$ cat src/rtl/core/tfmg_pkg.sv
package tfmg_pkg;

  localparam int unsigned PanelW   = 960;
  localparam int unsigned PanelH   = 544;
  localparam int unsigned CoordW   = 10;
  localparam int unsigned AmountW  = 11;
  localparam int unsigned CountW   = 4;
  localparam int unsigned CfgIdxW  = 2;
  localparam int unsigned CfgDataW = 10;
  localparam int unsigned MaxEvents = 3;
  localparam int unsigned QueueDepth = 2;

  localparam logic [CoordW-1:0] XMax = CoordW'(PanelW - 1);
  localparam logic [CoordW-1:0] YMax = CoordW'(PanelH - 1);
  localparam logic [CoordW-1:0] ThresholdReset = CoordW'(12);

  // configuration register indexes
  localparam logic [CfgIdxW-1:0] CfgMouseEnabled   = 2'd0;
  localparam logic [CfgIdxW-1:0] CfgScrollThreshold = 2'd1;

  typedef enum logic [2:0] {
    EvMove     = 3'd0,
    EvLPress   = 3'd1,
    EvLRelease = 3'd2,
    EvRPress   = 3'd3,
    EvRRelease = 3'd4,
    EvScroll   = 3'd5
  } event_kind_e;

  // one frame's worth of events, handed from front to back
  typedef struct packed {
    logic [1:0]                count;
    event_kind_e               kind0;
    event_kind_e               kind1;
    event_kind_e               kind2;
    logic [CoordW-1:0]         x;
    logic [CoordW-1:0]         y;
    logic signed [AmountW-1:0] amount;
  } run_t;

endpackage

$ cat src/rtl/core/tfmg_if.sv
interface tfmg_frame_if;
  logic                          valid;
  logic                          ready;
  logic                          func;
  logic [tfmg_pkg::CountW-1:0]   contacts_down;
  logic [tfmg_pkg::CoordW-1:0]   first_x;
  logic [tfmg_pkg::CoordW-1:0]   first_y;
  logic [tfmg_pkg::CoordW-1:0]   second_y;

  modport source (output valid, func, contacts_down, first_x, first_y, second_y,
                  input ready);
  modport sink   (input valid, func, contacts_down, first_x, first_y, second_y,
                  output ready);
endinterface

interface tfmg_event_if;
  logic                                 valid;
  logic                                 ready;
  logic [2:0]                           event_kind;
  logic [tfmg_pkg::CoordW-1:0]          pointer_x;
  logic [tfmg_pkg::CoordW-1:0]          pointer_y;
  logic signed [tfmg_pkg::AmountW-1:0]  scroll_amount;
  logic                                 last_of_run;

  modport source (output valid, event_kind, pointer_x, pointer_y, scroll_amount,
                  last_of_run, input ready);
  modport sink   (input valid, event_kind, pointer_x, pointer_y, scroll_amount,
                  last_of_run, output ready);
endinterface

interface tfmg_cfg_if;
  logic                          valid;
  logic                          ready;
  logic [tfmg_pkg::CfgIdxW-1:0]  index;
  logic [tfmg_pkg::CfgDataW-1:0] data;

  modport source (output valid, index, data, input ready);
  modport sink   (input valid, index, data, output ready);
endinterface

$ cat src/rtl/core/tfmg_front.sv
module tfmg_front (
  input  logic          clk_i,
  input  logic          rst_ni,
  tfmg_frame_if.sink    frame_i,
  tfmg_cfg_if.sink      cfg_i,
  output logic          push_valid_o,
  output tfmg_pkg::run_t push_run_o,
  input  logic          push_ready_i
);
  import tfmg_pkg::*;

  logic              mouse_en_q;
  logic [CoordW-1:0] thresh_q;
  logic              left_held_q, left_held_d;
  logic              pair_active_q, pair_active_d;
  logic              pair_scroll_q, pair_scroll_d;
  logic              single_supp_q, single_supp_d;
  logic [CoordW-1:0] start_avg_q, start_avg_d;
  logic [CoordW-1:0] prev_avg_q, prev_avg_d;

  logic                accept;
  logic [CoordW-1:0]   x_c, y0_c, y1_c, avg, travel;
  logic [CoordW:0]     avg_sum;
  logic signed [AmountW-1:0] delta;
  logic                scroll_on;
  event_kind_e         kind_a [MaxEvents];
  logic [1:0]          n;

  assign cfg_i.ready   = 1'b1;
  assign frame_i.ready = push_ready_i;
  assign accept        = frame_i.valid & push_ready_i;

  assign x_c  = (frame_i.first_x  > XMax) ? XMax : frame_i.first_x;
  assign y0_c = (frame_i.first_y  > YMax) ? YMax : frame_i.first_y;
  assign y1_c = (frame_i.second_y > YMax) ? YMax : frame_i.second_y;

  assign avg_sum = {1'b0, y0_c} + {1'b0, y1_c};
  assign avg     = avg_sum[CoordW:1];
  assign delta   = $signed({1'b0, avg}) - $signed({1'b0, prev_avg_q});
  assign travel  = (avg >= start_avg_q) ? (avg - start_avg_q) : (start_avg_q - avg);
  assign scroll_on = pair_scroll_q | (travel > thresh_q);

  always_comb begin
    left_held_d   = left_held_q;
    pair_active_d = pair_active_q;
    pair_scroll_d = pair_scroll_q;
    single_supp_d = single_supp_q;
    start_avg_d   = start_avg_q;
    prev_avg_d    = prev_avg_q;
    n             = 2'd0;
    for (int i = 0; i < MaxEvents; i++) kind_a[i] = EvMove;

    if (frame_i.func || !mouse_en_q) begin
      if (left_held_q) begin
        kind_a[n] = EvLRelease;
        n = n + 2'd1;
      end
      left_held_d   = 1'b0;
      pair_active_d = 1'b0;
      pair_scroll_d = 1'b0;
      single_supp_d = 1'b0;
      start_avg_d   = '0;
      prev_avg_d    = '0;
    end else if (frame_i.contacts_down == '0) begin
      if (left_held_q) begin
        kind_a[n] = EvLRelease;
        n = n + 2'd1;
      end
      if (pair_active_q && !pair_scroll_q) begin
        kind_a[n] = EvRPress;
        n = n + 2'd1;
        kind_a[n] = EvRRelease;
        n = n + 2'd1;
      end
      left_held_d   = 1'b0;
      pair_active_d = 1'b0;
      pair_scroll_d = 1'b0;
      single_supp_d = 1'b0;
    end else begin
      kind_a[n] = EvMove;
      n = n + 2'd1;
      if (frame_i.contacts_down >= CountW'(2)) begin
        if (left_held_q) begin
          kind_a[n] = EvLRelease;
          n = n + 2'd1;
          left_held_d = 1'b0;
        end
        if (!pair_active_q) begin
          pair_active_d = 1'b1;
          pair_scroll_d = 1'b0;
          start_avg_d   = avg;
          prev_avg_d    = avg;
        end else begin
          pair_scroll_d = scroll_on;
          if (scroll_on && delta != '0) begin
            kind_a[n] = EvScroll;
            n = n + 2'd1;
          end
          prev_avg_d = avg;
        end
        single_supp_d = 1'b1;
      end else begin
        if (pair_active_q) begin
          if (!pair_scroll_q) begin
            kind_a[n] = EvRPress;
            n = n + 2'd1;
            kind_a[n] = EvRRelease;
            n = n + 2'd1;
          end
          pair_active_d = 1'b0;
          pair_scroll_d = 1'b0;
        end
        // no room for a press after a right click
        if (!single_supp_q && !left_held_q && n != 2'd3) begin
          kind_a[n] = EvLPress;
          n = n + 2'd1;
          left_held_d = 1'b1;
        end
      end
    end
  end

  assign push_valid_o       = accept & (n != 2'd0);
  assign push_run_o.count   = n;
  assign push_run_o.kind0   = kind_a[0];
  assign push_run_o.kind1   = kind_a[1];
  assign push_run_o.kind2   = kind_a[2];
  assign push_run_o.x       = x_c;
  assign push_run_o.y       = y0_c;
  assign push_run_o.amount  = delta;

  always_ff @(posedge clk_i or negedge rst_ni) begin
    if (!rst_ni) begin
      mouse_en_q    <= 1'b0;
      thresh_q      <= ThresholdReset;
      left_held_q   <= 1'b0;
      pair_active_q <= 1'b0;
      pair_scroll_q <= 1'b0;
      single_supp_q <= 1'b0;
      start_avg_q   <= '0;
      prev_avg_q    <= '0;
    end else begin
      if (cfg_i.valid) begin
        case (cfg_i.index)
          CfgMouseEnabled:    mouse_en_q <= cfg_i.data[0];
          CfgScrollThreshold: thresh_q   <= cfg_i.data;
          default: ;
        endcase
      end
      if (accept) begin
        left_held_q   <= left_held_d;
        pair_active_q <= pair_active_d;
        pair_scroll_q <= pair_scroll_d;
        single_supp_q <= single_supp_d;
        start_avg_q   <= start_avg_d;
        prev_avg_q    <= prev_avg_d;
      end
    end
  end

`ifndef SYNTHESIS
  a_release_clears: assert property (@(posedge clk_i) disable iff (!rst_ni)
    accept && (frame_i.func || !mouse_en_q) |=> !left_held_q && !pair_active_q)
    else $error("release did not clear gesture flags");
  a_scroll_needs_pair: assert property (@(posedge clk_i) disable iff (!rst_ni)
    pair_scroll_q |-> pair_active_q)
    else $error("scrolling without an active pair");
  a_pair_no_left: assert property (@(posedge clk_i) disable iff (!rst_ni)
    pair_active_q |-> !left_held_q)
    else $error("left button held during a pair gesture");
`endif

endmodule

$ cat src/rtl/core/tfmg_queue.sv
module tfmg_queue #(
  parameter int unsigned Depth = tfmg_pkg::QueueDepth
) (
  input  logic           clk_i,
  input  logic           rst_ni,
  input  logic           push_valid_i,
  input  tfmg_pkg::run_t push_run_i,
  output logic           push_ready_o,
  output logic           pop_valid_o,
  output tfmg_pkg::run_t pop_run_o,
  input  logic           pop_i
);
  import tfmg_pkg::*;

  localparam int unsigned PtrW = (Depth > 1) ? $clog2(Depth) : 1;
  localparam int unsigned CntW = $clog2(Depth + 1);
  localparam logic [PtrW-1:0] LastPtr = PtrW'(Depth - 1);
  localparam logic [CntW-1:0] Full    = CntW'(Depth);

  run_t            mem_q [Depth];
  logic [PtrW-1:0] wr_ptr_q, rd_ptr_q;
  logic [CntW-1:0] cnt_q;
  logic            push, pop;

  assign push_ready_o = cnt_q != Full;
  assign pop_valid_o  = cnt_q != '0;
  assign pop_run_o    = mem_q[rd_ptr_q];
  assign push         = push_valid_i & push_ready_o;
  assign pop          = pop_i & pop_valid_o;

  always_ff @(posedge clk_i) begin
    if (push) mem_q[wr_ptr_q] <= push_run_i;
  end

  always_ff @(posedge clk_i or negedge rst_ni) begin
    if (!rst_ni) begin
      wr_ptr_q <= '0;
      rd_ptr_q <= '0;
      cnt_q    <= '0;
    end else begin
      if (push) wr_ptr_q <= (wr_ptr_q == LastPtr) ? '0 : wr_ptr_q + PtrW'(1);
      if (pop)  rd_ptr_q <= (rd_ptr_q == LastPtr) ? '0 : rd_ptr_q + PtrW'(1);
      case ({push, pop})
        2'b10:   cnt_q <= cnt_q + CntW'(1);
        2'b01:   cnt_q <= cnt_q - CntW'(1);
        default: cnt_q <= cnt_q;
      endcase
    end
  end

`ifndef SYNTHESIS
  a_no_overflow: assert property (@(posedge clk_i) disable iff (!rst_ni)
    push_valid_i |-> push_ready_o)
    else $error("word pushed into a full queue");
  a_no_underflow: assert property (@(posedge clk_i) disable iff (!rst_ni)
    pop_i |-> pop_valid_o)
    else $error("pop from an empty queue");
  a_count_bound: assert property (@(posedge clk_i) disable iff (!rst_ni)
    cnt_q <= Full)
    else $error("queue count beyond depth");
`endif

endmodule

$ cat src/rtl/core/tfmg_back.sv
module tfmg_back (
  input  logic           clk_i,
  input  logic           rst_ni,
  input  logic           pop_valid_i,
  input  tfmg_pkg::run_t pop_run_i,
  output logic           pop_o,
  tfmg_event_if.source   event_o
);
  import tfmg_pkg::*;

  run_t        cur_q;
  logic        cur_valid_q;
  logic [1:0]  pos_q;
  logic        out_valid_q;
  event_kind_e kind_q;
  logic [CoordW-1:0] px_q, py_q;
  logic signed [AmountW-1:0] amt_q;
  logic        last_q;

  logic        load_ok, emit, last, pop;
  event_kind_e kind_sel;

  assign load_ok = !out_valid_q || event_o.ready;
  assign emit    = cur_valid_q && load_ok;
  assign last    = pos_q == (cur_q.count - 2'd1);
  assign pop     = pop_valid_i && (!cur_valid_q || (emit && last));
  assign pop_o   = pop;

  always_comb begin
    case (pos_q)
      2'd0:    kind_sel = cur_q.kind0;
      2'd1:    kind_sel = cur_q.kind1;
      2'd2:    kind_sel = cur_q.kind2;
      default: kind_sel = cur_q.kind2;
    endcase
  end

  always_ff @(posedge clk_i or negedge rst_ni) begin
    if (!rst_ni) begin
      cur_valid_q <= 1'b0;
      pos_q       <= '0;
      out_valid_q <= 1'b0;
    end else begin
      if (pop) begin
        cur_valid_q <= 1'b1;
        pos_q       <= '0;
      end else if (emit) begin
        if (last) cur_valid_q <= 1'b0;
        pos_q <= pos_q + 2'd1;
      end
      if (emit)               out_valid_q <= 1'b1;
      else if (event_o.ready) out_valid_q <= 1'b0;
    end
  end

  always_ff @(posedge clk_i) begin
    if (pop) cur_q <= pop_run_i;
    if (emit) begin
      kind_q <= kind_sel;
      px_q   <= (kind_sel == EvMove)   ? cur_q.x : '0;
      py_q   <= (kind_sel == EvMove)   ? cur_q.y : '0;
      amt_q  <= (kind_sel == EvScroll) ? cur_q.amount : '0;
      last_q <= last;
    end
  end

  assign event_o.valid         = out_valid_q;
  assign event_o.event_kind    = kind_q;
  assign event_o.pointer_x     = px_q;
  assign event_o.pointer_y     = py_q;
  assign event_o.scroll_amount = amt_q;
  assign event_o.last_of_run   = last_q;

`ifndef SYNTHESIS
  a_run_nonempty: assert property (@(posedge clk_i) disable iff (!rst_ni)
    cur_valid_q |-> cur_q.count != 2'd0 && pos_q < cur_q.count)
    else $error("serializer position outside its run");
  a_pointer_zero: assert property (@(posedge clk_i) disable iff (!rst_ni)
    out_valid_q && kind_q != EvMove |-> px_q == '0 && py_q == '0)
    else $error("pointer fields set on a non-move word");
  a_amount_zero: assert property (@(posedge clk_i) disable iff (!rst_ni)
    out_valid_q && kind_q != EvScroll |-> amt_q == '0)
    else $error("scroll amount set on a non-scroll word");
`endif

endmodule

$ cat src/rtl/core/two_finger_mouse_gesture.sv
// channel  dir  handshake     word
// frame_i  in   valid/ready   func, contacts_down, first_x, first_y, second_y
// event_o  out  valid/ready   event_kind, pointer_x, pointer_y, scroll_amount, last_of_run
// cfg_i    in   valid/ready   index, data (0 mouse_enabled, 1 scroll_trip)
//
// the front takes a frame every cycle while the run queue has room
// the back sends one event word a cycle while event_o is ready; a frame makes
// 0 to 3 events, and a frame that makes none is not pushed into the queue
// reset clears all gesture flags and averages, disables the mouse, threshold 12
// a stalled event_o holds its word; the queue lets frames keep arriving meanwhile until it is full
module two_finger_mouse_gesture #(
  parameter int unsigned QUEUE_DEPTH = tfmg_pkg::QueueDepth
) (
  input  logic         clk_i,
  input  logic         rst_ni,
  tfmg_frame_if.sink   frame_i,
  tfmg_cfg_if.sink     cfg_i,
  tfmg_event_if.source event_o
);
  import tfmg_pkg::*;

  // front to queue
  logic push_valid, push_ready;
  run_t push_run;
  // queue to back
  logic pop_valid, pop;
  run_t pop_run;

  // front: config registers, gesture state, builds each frame's event run
  tfmg_front u_front (
    .clk_i        (clk_i),
    .rst_ni       (rst_ni),
    .frame_i      (frame_i),
    .cfg_i        (cfg_i),
    .push_valid_o (push_valid),
    .push_run_o   (push_run),
    .push_ready_i (push_ready)
  );

  // short run queue decouples frame intake from event output
  tfmg_queue #(
    .Depth (QUEUE_DEPTH)
  ) u_queue (
    .clk_i        (clk_i),
    .rst_ni       (rst_ni),
    .push_valid_i (push_valid),
    .push_run_i   (push_run),
    .push_ready_o (push_ready),
    .pop_valid_o  (pop_valid),
    .pop_run_o    (pop_run),
    .pop_i        (pop)
  );

  // back: serializes each run into event words behind an output register
  tfmg_back u_back (
    .clk_i       (clk_i),
    .rst_ni      (rst_ni),
    .pop_valid_i (pop_valid),
    .pop_run_i   (pop_run),
    .pop_o       (pop),
    .event_o     (event_o)
  );

endmodule
$ cat src/flat_wrapper.sv
// flat-port wrapper written by rule: the top's interface ports become plain ports
module two_finger_mouse_gesture_flat import tfmg_pkg::*;
#(
  parameter int unsigned QUEUE_DEPTH = tfmg_pkg::QueueDepth
)
  (clk_i, rst_ni, frame_i_valid, frame_i_func, frame_i_contacts_down, frame_i_first_x, frame_i_first_y, frame_i_second_y, frame_i_ready, cfg_i_valid, cfg_i_index, cfg_i_data, cfg_i_ready, event_o_valid, event_o_event_kind, event_o_pointer_x, event_o_pointer_y, event_o_scroll_amount, event_o_last_of_run, event_o_ready);
  tfmg_frame_if frame_i_i ();
  tfmg_cfg_if cfg_i_i ();
  tfmg_event_if event_o_i ();
  input  logic clk_i;
  input  logic rst_ni;
  input wire logic [$bits(frame_i_i.valid)-1:0] frame_i_valid;
  input wire logic [$bits(frame_i_i.func)-1:0] frame_i_func;
  input wire logic [$bits(frame_i_i.contacts_down)-1:0] frame_i_contacts_down;
  input wire logic [$bits(frame_i_i.first_x)-1:0] frame_i_first_x;
  input wire logic [$bits(frame_i_i.first_y)-1:0] frame_i_first_y;
  input wire logic [$bits(frame_i_i.second_y)-1:0] frame_i_second_y;
  output wire logic [$bits(frame_i_i.ready)-1:0] frame_i_ready;
  input wire logic [$bits(cfg_i_i.valid)-1:0] cfg_i_valid;
  input wire logic [$bits(cfg_i_i.index)-1:0] cfg_i_index;
  input wire logic [$bits(cfg_i_i.data)-1:0] cfg_i_data;
  output wire logic [$bits(cfg_i_i.ready)-1:0] cfg_i_ready;
  output wire logic [$bits(event_o_i.valid)-1:0] event_o_valid;
  output wire logic [$bits(event_o_i.event_kind)-1:0] event_o_event_kind;
  output wire logic [$bits(event_o_i.pointer_x)-1:0] event_o_pointer_x;
  output wire logic [$bits(event_o_i.pointer_y)-1:0] event_o_pointer_y;
  output wire logic [$bits(event_o_i.scroll_amount)-1:0] event_o_scroll_amount;
  output wire logic [$bits(event_o_i.last_of_run)-1:0] event_o_last_of_run;
  input wire logic [$bits(event_o_i.ready)-1:0] event_o_ready;
  assign frame_i_i.valid = frame_i_valid;
  assign frame_i_i.func = frame_i_func;
  assign frame_i_i.contacts_down = frame_i_contacts_down;
  assign frame_i_i.first_x = frame_i_first_x;
  assign frame_i_i.first_y = frame_i_first_y;
  assign frame_i_i.second_y = frame_i_second_y;
  assign frame_i_ready = frame_i_i.ready;
  assign cfg_i_i.valid = cfg_i_valid;
  assign cfg_i_i.index = cfg_i_index;
  assign cfg_i_i.data = cfg_i_data;
  assign cfg_i_ready = cfg_i_i.ready;
  assign event_o_valid = event_o_i.valid;
  assign event_o_event_kind = event_o_i.event_kind;
  assign event_o_pointer_x = event_o_i.pointer_x;
  assign event_o_pointer_y = event_o_i.pointer_y;
  assign event_o_scroll_amount = event_o_i.scroll_amount;
  assign event_o_last_of_run = event_o_i.last_of_run;
  assign event_o_i.ready = event_o_ready;
  two_finger_mouse_gesture #(.QUEUE_DEPTH(QUEUE_DEPTH)) u_core (.clk_i(clk_i), .rst_ni(rst_ni), .frame_i(frame_i_i), .cfg_i(cfg_i_i), .event_o(event_o_i));
endmodule
$ cat config.mk
export PLATFORM = sky130hd
export DESIGN_NAME = two_finger_mouse_gesture_flat
export DESIGN_NICKNAME = d
export VERILOG_FILES = /design/src/rtl/core/tfmg_pkg.sv /design/src/rtl/core/tfmg_if.sv /design/src/rtl/core/tfmg_front.sv /design/src/rtl/core/tfmg_queue.sv /design/src/rtl/core/tfmg_back.sv /design/src/rtl/core/two_finger_mouse_gesture.sv /design/src/flat_wrapper.sv
export SDC_FILE = /design/constraint.sdc
export NUM_CORES = 1
export LEC_CHECK = 0
export ABC_AREA = 1
export BUFFER_PORTS_ARGS = -buffer_cell sky130_fd_sc_hd__buf_4
export CAP_MARGIN = 40
export CORE_MARGIN = 3
export CORE_UTILIZATION = 59
export CTS_BUF_LIST = sky130_fd_sc_hd__clkbuf_4
export CTS_CLUSTER_SIZE = 20
export DETAILED_ROUTE_END_ITERATION = 7
export MAX_ROUTING_LAYER = met4
export PLACE_DENSITY_LB_ADDON = 0.3
export SLEW_MARGIN = 20
export SYNTH_ARGS = -nofsm -noshare
export SYNTH_HDL_FRONTEND = slang
export SYNTH_SLANG_ARGS = --single-unit
$ cat constraint.sdc
create_clock -name clk_i -period 13.63 [get_ports clk_i]
set_input_delay 2.726 -clock clk_i [delete_from_list [all_inputs] [get_ports clk_i]]
set_output_delay 2.726 -clock clk_i [all_outputs]
set_load 0.03 [all_outputs]
==> impl_metrics.json, run 1 <==
{
  "cts_buffers": 17,
  "power_density_nw_per_um2": 210,
  "fin_crit_sh_pct": 64.3,
  "place_area_um2": 11100,
  "cts_resized": 0,
  "fmax_mhz": 114,
  "die_w_um": 137,
  "io_buffers": 88,
  "preCtsSetupSlack_ns": 4.32,
  "max_stage_delay_ns": 0.56,
  "yosys_most_used_dff": "edfxtp_1",
  "postRouteAntennaNets": 0,
  "clock_sinks": 198,
  "critPathArrivalTime_ns": 9.03,
  "grt_pass1_vias": 6699,
  "multi_input_area_um2": 3630,
  "grt_overflow_total": 0,
  "whs_path_depth": 2,
  "ios": 90,
  "globalplace.congestion": 0.946,
  "vias_per_cell": 5.02,
  "clock_latency_ns": 0.56,
  "criticalPathCategory": "input port to flop",
  "dp_cells": 1345,
  "stdcell_count": 1379,
  "worstHoldEndpoint": "u_core.u_front.thresh_q[2]$_DFFE_PN1P_",
  "post-route-drc-count": 0,
  "syn_inst": 1056,
  "cts_tree": "built",
  "fin_skew_ns": 0.0314,
  "clk_pin_slew_ns": 0.18,
  "relSlewSlack_pct": 50.9,
  "drive_gt1_share_pct": 14.3,
  "fin_ws_ns": 4.87,
  "hpwl_mm": 14.1,
  "clock_path_buffers": 2,
  "totalWireLength_mm": 18.4,
  "setup_viol": 0,
  "seqCellArea_um2": 5730,
  "synth-seq-cells": 198,
  "synth.avg_cell_area_um2": 9.60,
  "hold_path.class": "flop to flop",
  "core_um2": 16700,
  "grt_max_degree": 44,
  "ys_types": 51,
  "area_growth_pct": 12.0,
  "leakage_nw": 5.33,
  "layout.nets": 1255,
  "r2r_cells": 25,
  "row_count": 47,
  "hp-start": "u_core.u_front.thresh_q[2]$_DFFE_PN1P_",
  "track_usage_pct": 21.1,
  "slew_viol_final": 0,
  "cp_data_required_time_ns": 13.90,
  "antenna_found_initial": 1,
  "period_needed_ns": 8.76,
  "ir_drop_mv": 0.125,
  "syn-cell-area_um2": 10100,
  "status": "finished clean",
  "design_area_um2": 11400,
  "drt_iter0_drc": 389,
  "async_flop_share_pct": 21.7,
  "ys_seq_area_share_pct": 56.5,
  "num_vias": 6921,
  "rrSetupSlack_ns": 8.56,
  "finalHoldViolCount": 0,
  "cts.htree.levels": 4,
  "grt_pass1_wl_mm": 30.3,
  "synth-edff-count": 155,
  "drtPass1Iterations": 5,
  "endpoint_kind": "flop",
  "rr_startpoint": "u_core.u_front.start_avg_q[3]$_DFFE_PN0P_",
  "fin_total_pwr_w": 0.00238,
  "maxCapViolations": 0,
  "critPathMaxFanout": 23,
  "worst_pin_slew_ns": 0.734,
  "fill_cells": 1291,
  "cp-start-kind": "input port",
  "drt-wirelength-per-cell_um": 13.4,
  "crit_slowest_cell": "nor2_4",
  "cts_root_buf": "clkbuf_4",
  "rsz0062_at_grt": "false",
  "cts_setup_buffers": 0,
  "dieArea_um2": 18800,
  "dieHeight_um": 137,
  "rr_endpoint": "u_core.u_queue.mem_q[0][18]$_DFFE_PP_",
  "setup_tns_ns": 0,
  "synth_nets": 1167,
  "cts_hold_buf": 0,
  "initial_core_util_pct": 60.7,
  "yosysWarnings": 0
}
-- metrics by stage --
step	hold slack (ns)	utilization, %
floorplan	0.449	-
detailed placement	0.474	66.3
global placement	0.464	65.9
CTS	0.500	68.0
finish	0.495	68.0
global route	0.511	68.0
-- layer usage --
layer | track usage, % | vias to the layer above | routed length [um]
met4 | 7.43 | 0 | 396
li1 | - | 3584 | -
met3 | 3.90 | 31 | 838
met1 | 25.3 | 3141 | 7950
met2 | 36.0 | 165 | 9250
met5 | - | - | 0
-- final cells by class --
type	count	share of cell area, %
Antenna cell	2	0.0441
Clock buffer	17	1.12
Clock inverter	15	1.36
Inverter	182	6.02
Multi-Input combinational cell	651	32.0
Sequential cell	198	50.5
Tap cell	220	2.42
Timing Repair Buffer	94	6.57
-- sequential cells by signal, indices dropped and copies added, names as in the netlist, 2 cells and up --
name / count
u_core.u_back.cur_q: 40
u_core.u_back.event_o.scroll_amount: 11
u_core.u_front.prev_avg_q: 10
u_core.u_front.thresh_q: 10
u_core.u_front.start_avg_q: 10
u_core.u_back.event_o.event_kind: 3
u_core.u_queue.cnt_q: 2
u_core.u_back.pos_q: 2
u_core.u_back.event_o.pointer_y: 10
u_core.u_back.event_o.pointer_x: 10
u_core.u_queue.mem_q: 80
-- synthesized netlist by cell type, types with 4 or more instances --
library cell	number	share of area [%]
a21oi_1	52	2.6
buf_2	4	0.20
clkbuf_1	19	0.70
dfrtp_1	41	10
edfxtp_1	155	46
fa_1	4	0.79
ha_1	55	6.8
inv_1	176	6.5
inv_2	5	0.19
nand2_1	266	9.8
nand2_2	8	0.49
nand3_1	27	1.3
nand3b_1	5	0.37
nand4_1	6	0.37
nor2_1	104	3.8
nor2_2	5	0.31
nor3_1	9	0.44
o21ai_0	24	1.2
o21ai_1	8	0.39
o22ai_1	8	0.49
xnor2_1	10	0.86
xor2_1	20	1.7
-- power breakdown --
group          internal [W]  switching, W
Combinational      0.000359      0.000720
Clock             0.0000831      0.000208
Sequential         0.000946     0.0000660
Total               0.00139      0.000994
-- critical path, delay by kind of cell --
kind / cells / cell delay, ns
and+or+nand+nor: 13 / 2.03
AOI/OAI and AO/OA: 8 / 1.58
adders and majority gates: 4 / 1.33
buffers and inverters: 8 / 0.80
xor gates and xnor gates: 2 / 0.52
-- how the worst max path moves through the flow --
stage | from | endpoint | cells after the start
floorplan | frame_i_first_y[5] | u_core.u_queue.mem_q[0][0]$_DFFE_PP_ | 34
global placement | frame_i_first_y[5] | u_core.u_queue.mem_q[1][15]$_DFFE_PP_ | 34
detailed placement | frame_i_first_y[5] | u_core.u_queue.mem_q[0][18]$_DFFE_PP_ | 35
CTS | frame_i_first_y[5] | u_core.u_queue.mem_q[0][15]$_DFFE_PP_ | 35
global route | frame_i_second_y[8] | u_core.u_queue.mem_q[0][13]$_DFFE_PP_ | 35
finish | frame_i_first_y[5] | u_core.u_queue.mem_q[0][18]$_DFFE_PP_ | 35
-- cells by family (layout without fill, tap and decap cells) --
logic type / after synthesis / in the layout / synth area share (%)
simple gates: 445 / 445 / 18.4
buf+inv: 207 / 308 / 7.82
flops: 198 / 198 / 56.5
compound gates: 115 / 115 / 6.86
fa+ha+maj: 59 / 59 / 7.58
xor+xnor: 31 / 31 / 2.75
other cells: 1 / 3 / 0.0370
-- placed cells by master (no fill, tap or decap), drive strengths merged, types with 9 or more instances in the layout --
cell,netlist,layout
nor2,110,110
edfxtp,155,155
clkbuf,19,17
a21oi,54,54
o21ai,35,35
nand3,29,29
nor3,9,9
buf,6,94
ha,55,55
xor2,21,21
nand2,276,276
xnor2,10,10
inv,181,189
dfrtp,41,41
(Power assumes the default switching activity.)
==> run 2, diff against run 1 <==
--- a/config.mk
+++ b/config.mk
@@ -5,11 +5,11 @@
 export SDC_FILE = /design/constraint.sdc
 export NUM_CORES = 1
 export LEC_CHECK = 0
-export ABC_AREA = 1
+export ABC_AREA = 0
 export BUFFER_PORTS_ARGS = -buffer_cell sky130_fd_sc_hd__buf_4
 export CAP_MARGIN = 40
 export CORE_MARGIN = 3
-export CORE_UTILIZATION = 59
+export CORE_UTILIZATION = 56
 export CTS_BUF_LIST = sky130_fd_sc_hd__clkbuf_4
 export CTS_CLUSTER_SIZE = 20
 export DETAILED_ROUTE_END_ITERATION = 7
==> constraint.sdc (replaced) <==
create_clock -name clk_i -period 7.4 [get_ports clk_i]
set_input_delay 1.48 -clock clk_i [delete_from_list [all_inputs] [get_ports clk_i]]
set_output_delay 1.48 -clock clk_i [all_outputs]
set_load 0.03 [all_outputs]
==> run 2 against run 1 <==
Sequential share of layout area fell by 3.9 points; utilization rose by 4.9 points; total power rose by 83%; worst hold slack improved by 0.018 ns; critical path type unchanged; critical path depth did not move; worst setup slack got worse by 4.9 ns; synthesized cell count fell by 26%; highest routed layer unchanged.
==> impl_metrics.json, run 2 <==
{
  "clk_pin_slew_ns": 0.16,
  "drt-wirelength-per-cell_um": 17.3,
  "synth_top_cell_by_area": "edfxtp_1",
  "final_cell_mix": "buf_4 (182), edfxtp_1 (155), inv_1 (60)",
  "syn-cell-area_um2": 9810,
  "row_count": 47,
  "fmax_mhz": 135,
  "drt_iter0_drc": 359,
  "setup_viol": 0,
  "design_area_um2": 12300,
  "synth_nets": 896,
  "p_switching_w": 0.00164,
  "critPathMaxFanout": 4,
  "yosys-top-cells-count": "edfxtp_1 (155), inv_1 (62), ha_1 (55)",
  "clock_sinks": 198,
  "drive_gt1_share_pct": 33.8,
  "criticalPathCategory": "input port to flop",
  "combPwrFrac_pct": 47.1,
  "grt_max_degree": 45,
  "mostFrequentLayoutCell": "buf_4",
  "cp-start-kind": "input port",
  "ios": 90,
  "die_w_um": 138,
  "dieArea_um2": 19100,
  "synth.area.top_cells": "edfxtp_1 (47%), dfrtp_1 (10%), ha_1 (7.0%)",
  "path_buf_inv": 8,
  "critPathArrivalTime_ns": 7.85,
  "cp_data_required_time_ns": 7.87,
  "relSlewSlack_pct": 52.5,
  "area_growth_pct": 25.4,
  "vias_per_cell": 5.55,
  "period_needed_ns": 7.38,
  "cts.htree.levels": 4,
  "core_um2": 16900,
  "switching_share_pct": 37.7,
  "regMostFlops": "u_core.u_queue.mem_q",
  "max_stage_delay_ns": 0.44,
  "ys_seq_area_share_pct": 58.4,
  "initial_core_util_pct": 58.1,
  "ir_drop_mv": 0.193,
  "power_density_nw_per_um2": 354,
  "num_vias": 6724,
  "hpwl_mm": 14.6,
  "async_flop_share_pct": 21.7,
  "power_frac_seq_pct": 39.8,
  "maxCapViolations": 0,
  "crit_slowest_cell": "o41a_1",
  "synth_most_common_cell": "edfxtp_1",
  "io_buffers": 88,
  "cts_hold_buf": 0,
  "clock_latency_ns": 0.57,
  "finalHoldViolCount": 0,
  "leakage_nw": 5.08,
  "synth_top_area_share_pct": 47.4,
  "cts_tree": "built",
  "rsz0062_at_grt": "true",
  "track_usage_pct": 21.9,
  "synth.avg_cell_area_um2": 12.5,
  "grt_overflow_total": 0,
  "synth-edff-count": 155,
  "grt_pass1_vias": 6782,
  "fin_crit_sh_pct": 99.7,
  "ys_types": 60,
  "synth-seq-cells": 198,
  "worst_pin_slew_ns": 0.711,
  "fin_skew_ns": 0.0293,
  "globalplace.congestion": 0.929,
  "syn_inst": 785,
  "totalWireLength_mm": 21.0,
  "grt_pass1_wl_mm": 33.2,
  "cts_root_buf": "clkbuf_4",
  "endpoint_kind": "flop",
  "yosys_most_used_dff": "edfxtp_1",
  "cpMostUsedCell": "buf_4",
  "cts_buffers": 17,
  "clock_path_buffers": 2,
  "p_int_w": 0.00271,
  "setup_tns_ns": 0,
  "drtPass1Iterations": 5,
  "postRouteAntennaNets": 0,
  "yosysWarnings": 0,
  "hold_path.class": "flop to flop",
  "crit_family": "compound AO/OA/AOI/OAI gates",
  "status": "finished clean",
  "slew_viol_final": 0,
  "largest_register_ffs": 80,
  "antenna_found_initial": 1,
  "place_area_um2": 11400,
  "post-route-drc-count": 0,
  "dieHeight_um": 138,
  "layout.nets": 1089,
  "clkPwrFrac_pct": 13.1
}
-- run 2: cell types whose count changed in the layout (fill, tap and decap cells not counted), sizes merged, moves of 19 or more --
| cell | previous run | this run |
|---|---|---|
| and2 | 2 | 33 |
| nand2b | 0 | 22 |
| inv | 189 | 73 |
| nor2 | 110 | 30 |
| a21oi | 54 | 34 |
| a21o | 1 | 20 |
| buf | 94 | 201 |
| nor2b | 0 | 19 |
| mux2 | 0 | 52 |
| nand3 | 29 | 8 |
| nand2 | 276 | 50 |
-- run 2: stage by stage --
step / utilization, % / hold slack, ns / instances / setup slack, ns / total power (W)
6_report: 72.9 / 0.513 / 1212 / 0.0188 / 0.00435
5_1_grt: 72.9 / 0.527 / 1212 / -0.241 / 0.00462
4_1_cts: 70.8 / 0.522 / 1201 / 0.0190 / 0.00423
3_5_place_dp: 67.8 / 0.484 / 1153 / -0.710 / 0.00358
3_3_place_gp: 67.8 / 0.464 / 1153 / -0.442 / 0.00350
2_1_floorplan: - / 0.450 / 785 / -0.616 / 0.00297
-- run 2: power by group through the flow --
stage | Combinational (W) | Sequential (W) | Clock, W
after CTS | 0.00192 | 0.00173 | 0.000575
after global placement | 0.00176 | 0.00174 | 0
final | 0.00205 | 0.00173 | 0.000570
after floorplan | 0.00112 | 0.00186 | 0
after global routing | 0.00223 | 0.00176 | 0.000626
after detailed placement | 0.00183 | 0.00175 | 0
-- run 2: cell type report --
type | count | area (um2)
clock inverters | 15 | 170
well taps | 220 | 275
diodes | 1 | 2.50
repair buffers | 204 | 1730
flip-flops and latches | 198 | 5730
multi-input cells | 493 | 4030
fillers | 1136 | 4580
clock buffers | 17 | 128
inverters | 64 | 240
-- run 2: worst paths after layout --
kind | start | to | slack, ns | cells after the start
max in group asynchronous | rst_ni | u_core.u_queue.cnt_q[1]$_DFFE_PN0P_ | 6.10 | 1
setup / recovery | frame_i_first_y[6] | u_core.u_queue.cnt_q[1]$_DFFE_PN0P_ | 0.02 | 35
min in group asynchronous | rst_ni | u_core.u_front.prev_avg_q[2]$_DFFE_PN0P_ | 0.89 | 1
hold reg to reg | u_core.u_queue.cnt_q[1]$_DFFE_PN0P_ | u_core.u_queue.cnt_q[1]$_DFFE_PN0P_ | 0.51 | 1
hold / removal | u_core.u_queue.cnt_q[1]$_DFFE_PN0P_ | u_core.u_queue.cnt_q[1]$_DFFE_PN0P_ | 0.51 | 1
setup reg to reg | u_core.u_front.start_avg_q[0]$_DFFE_PN0P_ | u_core.u_queue.cnt_q[1]$_DFFE_PN0P_ | 2.27 | 26
-- run 2: cells by family after synthesis --
kind of cell	count (synthesis)	share of synthesized area, %
AND/OR/NAND/NOR	188	9.83
AO/OA/AOI/OAI	157	10.9
XOR/XNOR	28	2.50
other	1	0.0382
multiplexers	60	6.79
flip-flops	198	58.4
buffers and inverters	94	3.65
adder cells (fa/ha/maj)	59	7.83
-- run 2: layer usage --
metal	vias up	routed length, um	share of wire (%)	GRT usage [%]
met4	0	437	2.1	5.98
met1	3274	8470	40	26.3
li1	3220	-	-	-
met2	189	11300	54	38.3
met3	41	858	4.1	3.69
met5	-	0	0	-
-- run 2: repair_timing --
item / CTS / global route
gates cloned: 2 / 5
buffers inserted: 14 / 6
setup endpoints to repair: 81 / 83
pin swaps: 20 / 42
gates resized for setup: 10 / 40
==> run 3, diff against run 2 <==
--- a/config.mk
+++ b/config.mk
@@ -6,10 +6,12 @@
 export NUM_CORES = 1
 export LEC_CHECK = 0
 export ABC_AREA = 0
-export BUFFER_PORTS_ARGS = -buffer_cell sky130_fd_sc_hd__buf_4
+export BUFFER_PORTS_ARGS = -buffer_cell sky130_fd_sc_hd__buf_2
 export CAP_MARGIN = 40
+export CELL_PAD_IN_SITES_DETAIL_PLACEMENT = 1
+export CELL_PAD_IN_SITES_GLOBAL_PLACEMENT = 1
 export CORE_MARGIN = 3
-export CORE_UTILIZATION = 56
+export CORE_UTILIZATION = 46
 export CTS_BUF_LIST = sky130_fd_sc_hd__clkbuf_4
 export CTS_CLUSTER_SIZE = 20
 export DETAILED_ROUTE_END_ITERATION = 7
==> run 3 against run 2 <==
The run now ends with negative setup slack left; via count up 4.7%; count of clock-buffer cells in the layout unchanged; routed wire length up 28%; clock skew up 0.027 ns; sequential share of layout area down 0.46 points; register-to-register slack worse by 0.21 ns; worst hold slack worse by 0.0046 ns; maximum frequency down 4.4%; combinational power up 5%; total power up 4.0%; critical path type unchanged; critical endpoint unchanged; largest cell class unchanged.
==> impl_metrics.json, run 3 (synthesis gave the netlist of run 2 again) <==
{
  "status": "complete, but fails checks",
  "violations": "negative setup slack",
  "largest_register_ffs": 80,
  "clock_sinks": 198,
  "worst_pin_slew_ns": 0.792,
  "fin_ws_ns": -0.319,
  "fmax_mhz": 130,
  "leakage_nw": 5.17,
  "crit_slowest_cell": "a221oi_1",
  "grt_pass1_vias": 7417,
  "critPathArrivalTime_ns": 8.21,
  "cts_hold_buf": 0,
  "regMostFlops": "u_core.u_queue.mem_q",
  "initial_core_util_pct": 47.7,
  "mostFrequentLayoutCell": "edfxtp_1",
  "diodes": 0,
  "cp-start-kind": "input port",
  "globalplace.congestion": 0.910,
  "finalHoldViolCount": 0,
  "period_needed_ns": 7.72,
  "power_density_nw_per_um2": 364,
  "relSlewSlack_pct": 47.1,
  "endpoint_kind": "flop",
  "drtPass1Iterations": 4,
  "hpwl_mm": 17.5,
  "dieArea_um2": 23100,
  "io_buffers": 88,
  "fin_crit_sh_pct": 104,
  "cp_data_required_time_ns": 7.89,
  "rsz0062_at_grt": "true",
  "cts_root_buf": "clkbuf_4",
  "post-route-drc-count": 0,
  "grt_pass1_wl_mm": 39.5,
  "hold_ws_ns": 0.509,
  "fill_cells": 2129,
  "ir_drop_mv": 0.148,
  "die_w_um": 152,
  "clock_path_buffers": 2,
  "num_vias": 7042,
  "grt_max_degree": 45,
  "criticalPathCategory": "input port to flop",
  "setup_viol": 82,
  "track_usage_pct": 21.9,
  "rr_startpoint": "u_core.u_front.start_avg_q[0]$_DFFE_PN0P_",
  "critPathLaunch": "frame_i_first_y[5]",
  "core_um2": 20600,
  "drive_gt1_share_pct": 35.8,
  "maxCapViolations": 0,
  "ios": 90,
  "totalWireLength_mm": 26.9,
  "fin_skew_ns": 0.0562,
  "cpMostUsedCell": "buf_4",
  "postRouteAntennaNets": 0,
  "max_stage_delay_ns": 0.54,
  "rrSetupSlack_ns": 2.06,
  "slew_viol_final": 0,
  "cts.htree.levels": 4,
  "drt_iter0_drc": 374,
  "crit_path_end": "u_core.u_queue.cnt_q[1]$_DFFE_PN0P_",
  "r2r_cells": 26,
  "setup_tns_ns": -14.29,
  "stdcell_count": 1285,
  "rr_endpoint": "u_core.u_queue.cnt_q[1]$_DFFE_PN0P_",
  "area_growth_pct": 26.6,
  "antenna_found_initial": 0,
  "clock_latency_ns": 0.60,
  "row_count": 52,
  "final_cell_mix": "edfxtp_1 (155), buf_4 (118), buf_2 (87)",
  "dieHeight_um": 152,
  "cts_tree": "built",
  "layout.nets": 1113,
  "vias_per_cell": 5.48,
  "dp_cells": 1210,
  "grt_overflow_total": 0,
  "drt-wirelength-per-cell_um": 21.0,
  "hold_path.class": "flop to flop",
  "cts_buffers": 17,
  "critPathMaxFanout": 8,
  "clk_pin_slew_ns": 0.15
}
run 3: cell count changes in the layout (fill, tap and decap cells not counted), moves of 3 or more:
| cell | before | now |
|---|---|---|
| buf_12 | 3 | 7 |
| ha_4 | 5 | 8 |
| buf_2 | 1 | 87 |
| buf_4 | 182 | 118 |
| ha_1 | 49 | 45 |
run 3: routing by layer:
layer | vias up | routed length [um] | global-route usage, %
met5 | - | 0 | -
met4 | 0 | 648 | 5.31
met3 | 50 | 809 | 3.24
met2 | 167 | 14200 | 39.1
met1 | 3558 | 11300 | 26.1
li1 | 3267 | - | -
run 3: timing repair:
| item | CTS | global route |
|---|---|---|
| buffers inserted | 22 | 14 |
| resized for setup | 19 | 33 |
| pin swaps | 30 | 34 |
| gates cloned | 2 | 6 |
| setup endpoints to repair | 82 | 85 |
run 3: report_power, final:
group / internal [W] / leakage (nW) / switching, W
Sequential: 0.00160 / 2.00 / 0.000135
Combinational: 0.000961 / 3.00 / 0.00119
Clock: 0.000196 / 0.170 / 0.000438
Total: 0.00276 / 5.17 / 0.00177
run 3: worst max-delay path: cells and delay by family:
kind | cells | cell delay, ns
and+or+nand+nor | 5 | 0.69
AOI/OAI and AO/OA | 13 | 2.94
xor gates and xnor gates | 3 | 0.50
adders and majority gates | 4 | 1.06
buffers and inverters | 12 | 1.50
run 3: worst min-delay path by stage:
stage / cells past startpoint / start / slack (ns) / endpoint
5_1_grt: 1 / u_core.u_front.thresh_q[1]$_DFFE_PN0P_ / 0.55 / u_core.u_front.thresh_q[1]$_DFFE_PN0P_
3_5_place_dp: 2 / u_core.u_front.prev_avg_q[4]$_DFFE_PN0P_ / 0.48 / u_core.u_front.prev_avg_q[4]$_DFFE_PN0P_
4_1_cts: 2 / u_core.u_front.prev_avg_q[4]$_DFFE_PN0P_ / 0.51 / u_core.u_front.prev_avg_q[4]$_DFFE_PN0P_
6_report: 2 / u_core.u_front.prev_avg_q[4]$_DFFE_PN0P_ / 0.51 / u_core.u_front.prev_avg_q[4]$_DFFE_PN0P_
3_3_place_gp: 2 / u_core.u_front.prev_avg_q[2]$_DFFE_PN0P_ / 0.47 / u_core.u_front.prev_avg_q[2]$_DFFE_PN0P_
2_1_floorplan: 2 / u_core.u_front.prev_avg_q[1]$_DFFE_PN0P_ / 0.45 / u_core.u_front.prev_avg_q[1]$_DFFE_PN0P_
run 3: final cells by class:
type	count	area (um2)	share of cell area [%]
Tap cell	270	338	2.72
Multi-Input combinational cell	493	4040	32.5
Inverter	64	240	1.93
Clock inverter	15	201	1.62
Timing Repair Buffer	228	1740	14.0
Sequential cell	198	5730	46.1
Clock buffer	17	128	1.03
run 3: through the flow:
step | area [um2] | worst slack, ns | total power [W] | utilization, %
floorplan | 9940 | -0.616 | 0.00297 | -
global placement | 11300 | -0.562 | 0.00349 | 55.2
detailed placement | 11300 | -0.826 | 0.00362 | 55.2
CTS | 12000 | -0.0227 | 0.00434 | 58.5
global route | 12400 | -0.675 | 0.00479 | 60.4
finish | 12400 | -0.319 | 0.00453 | 60.4
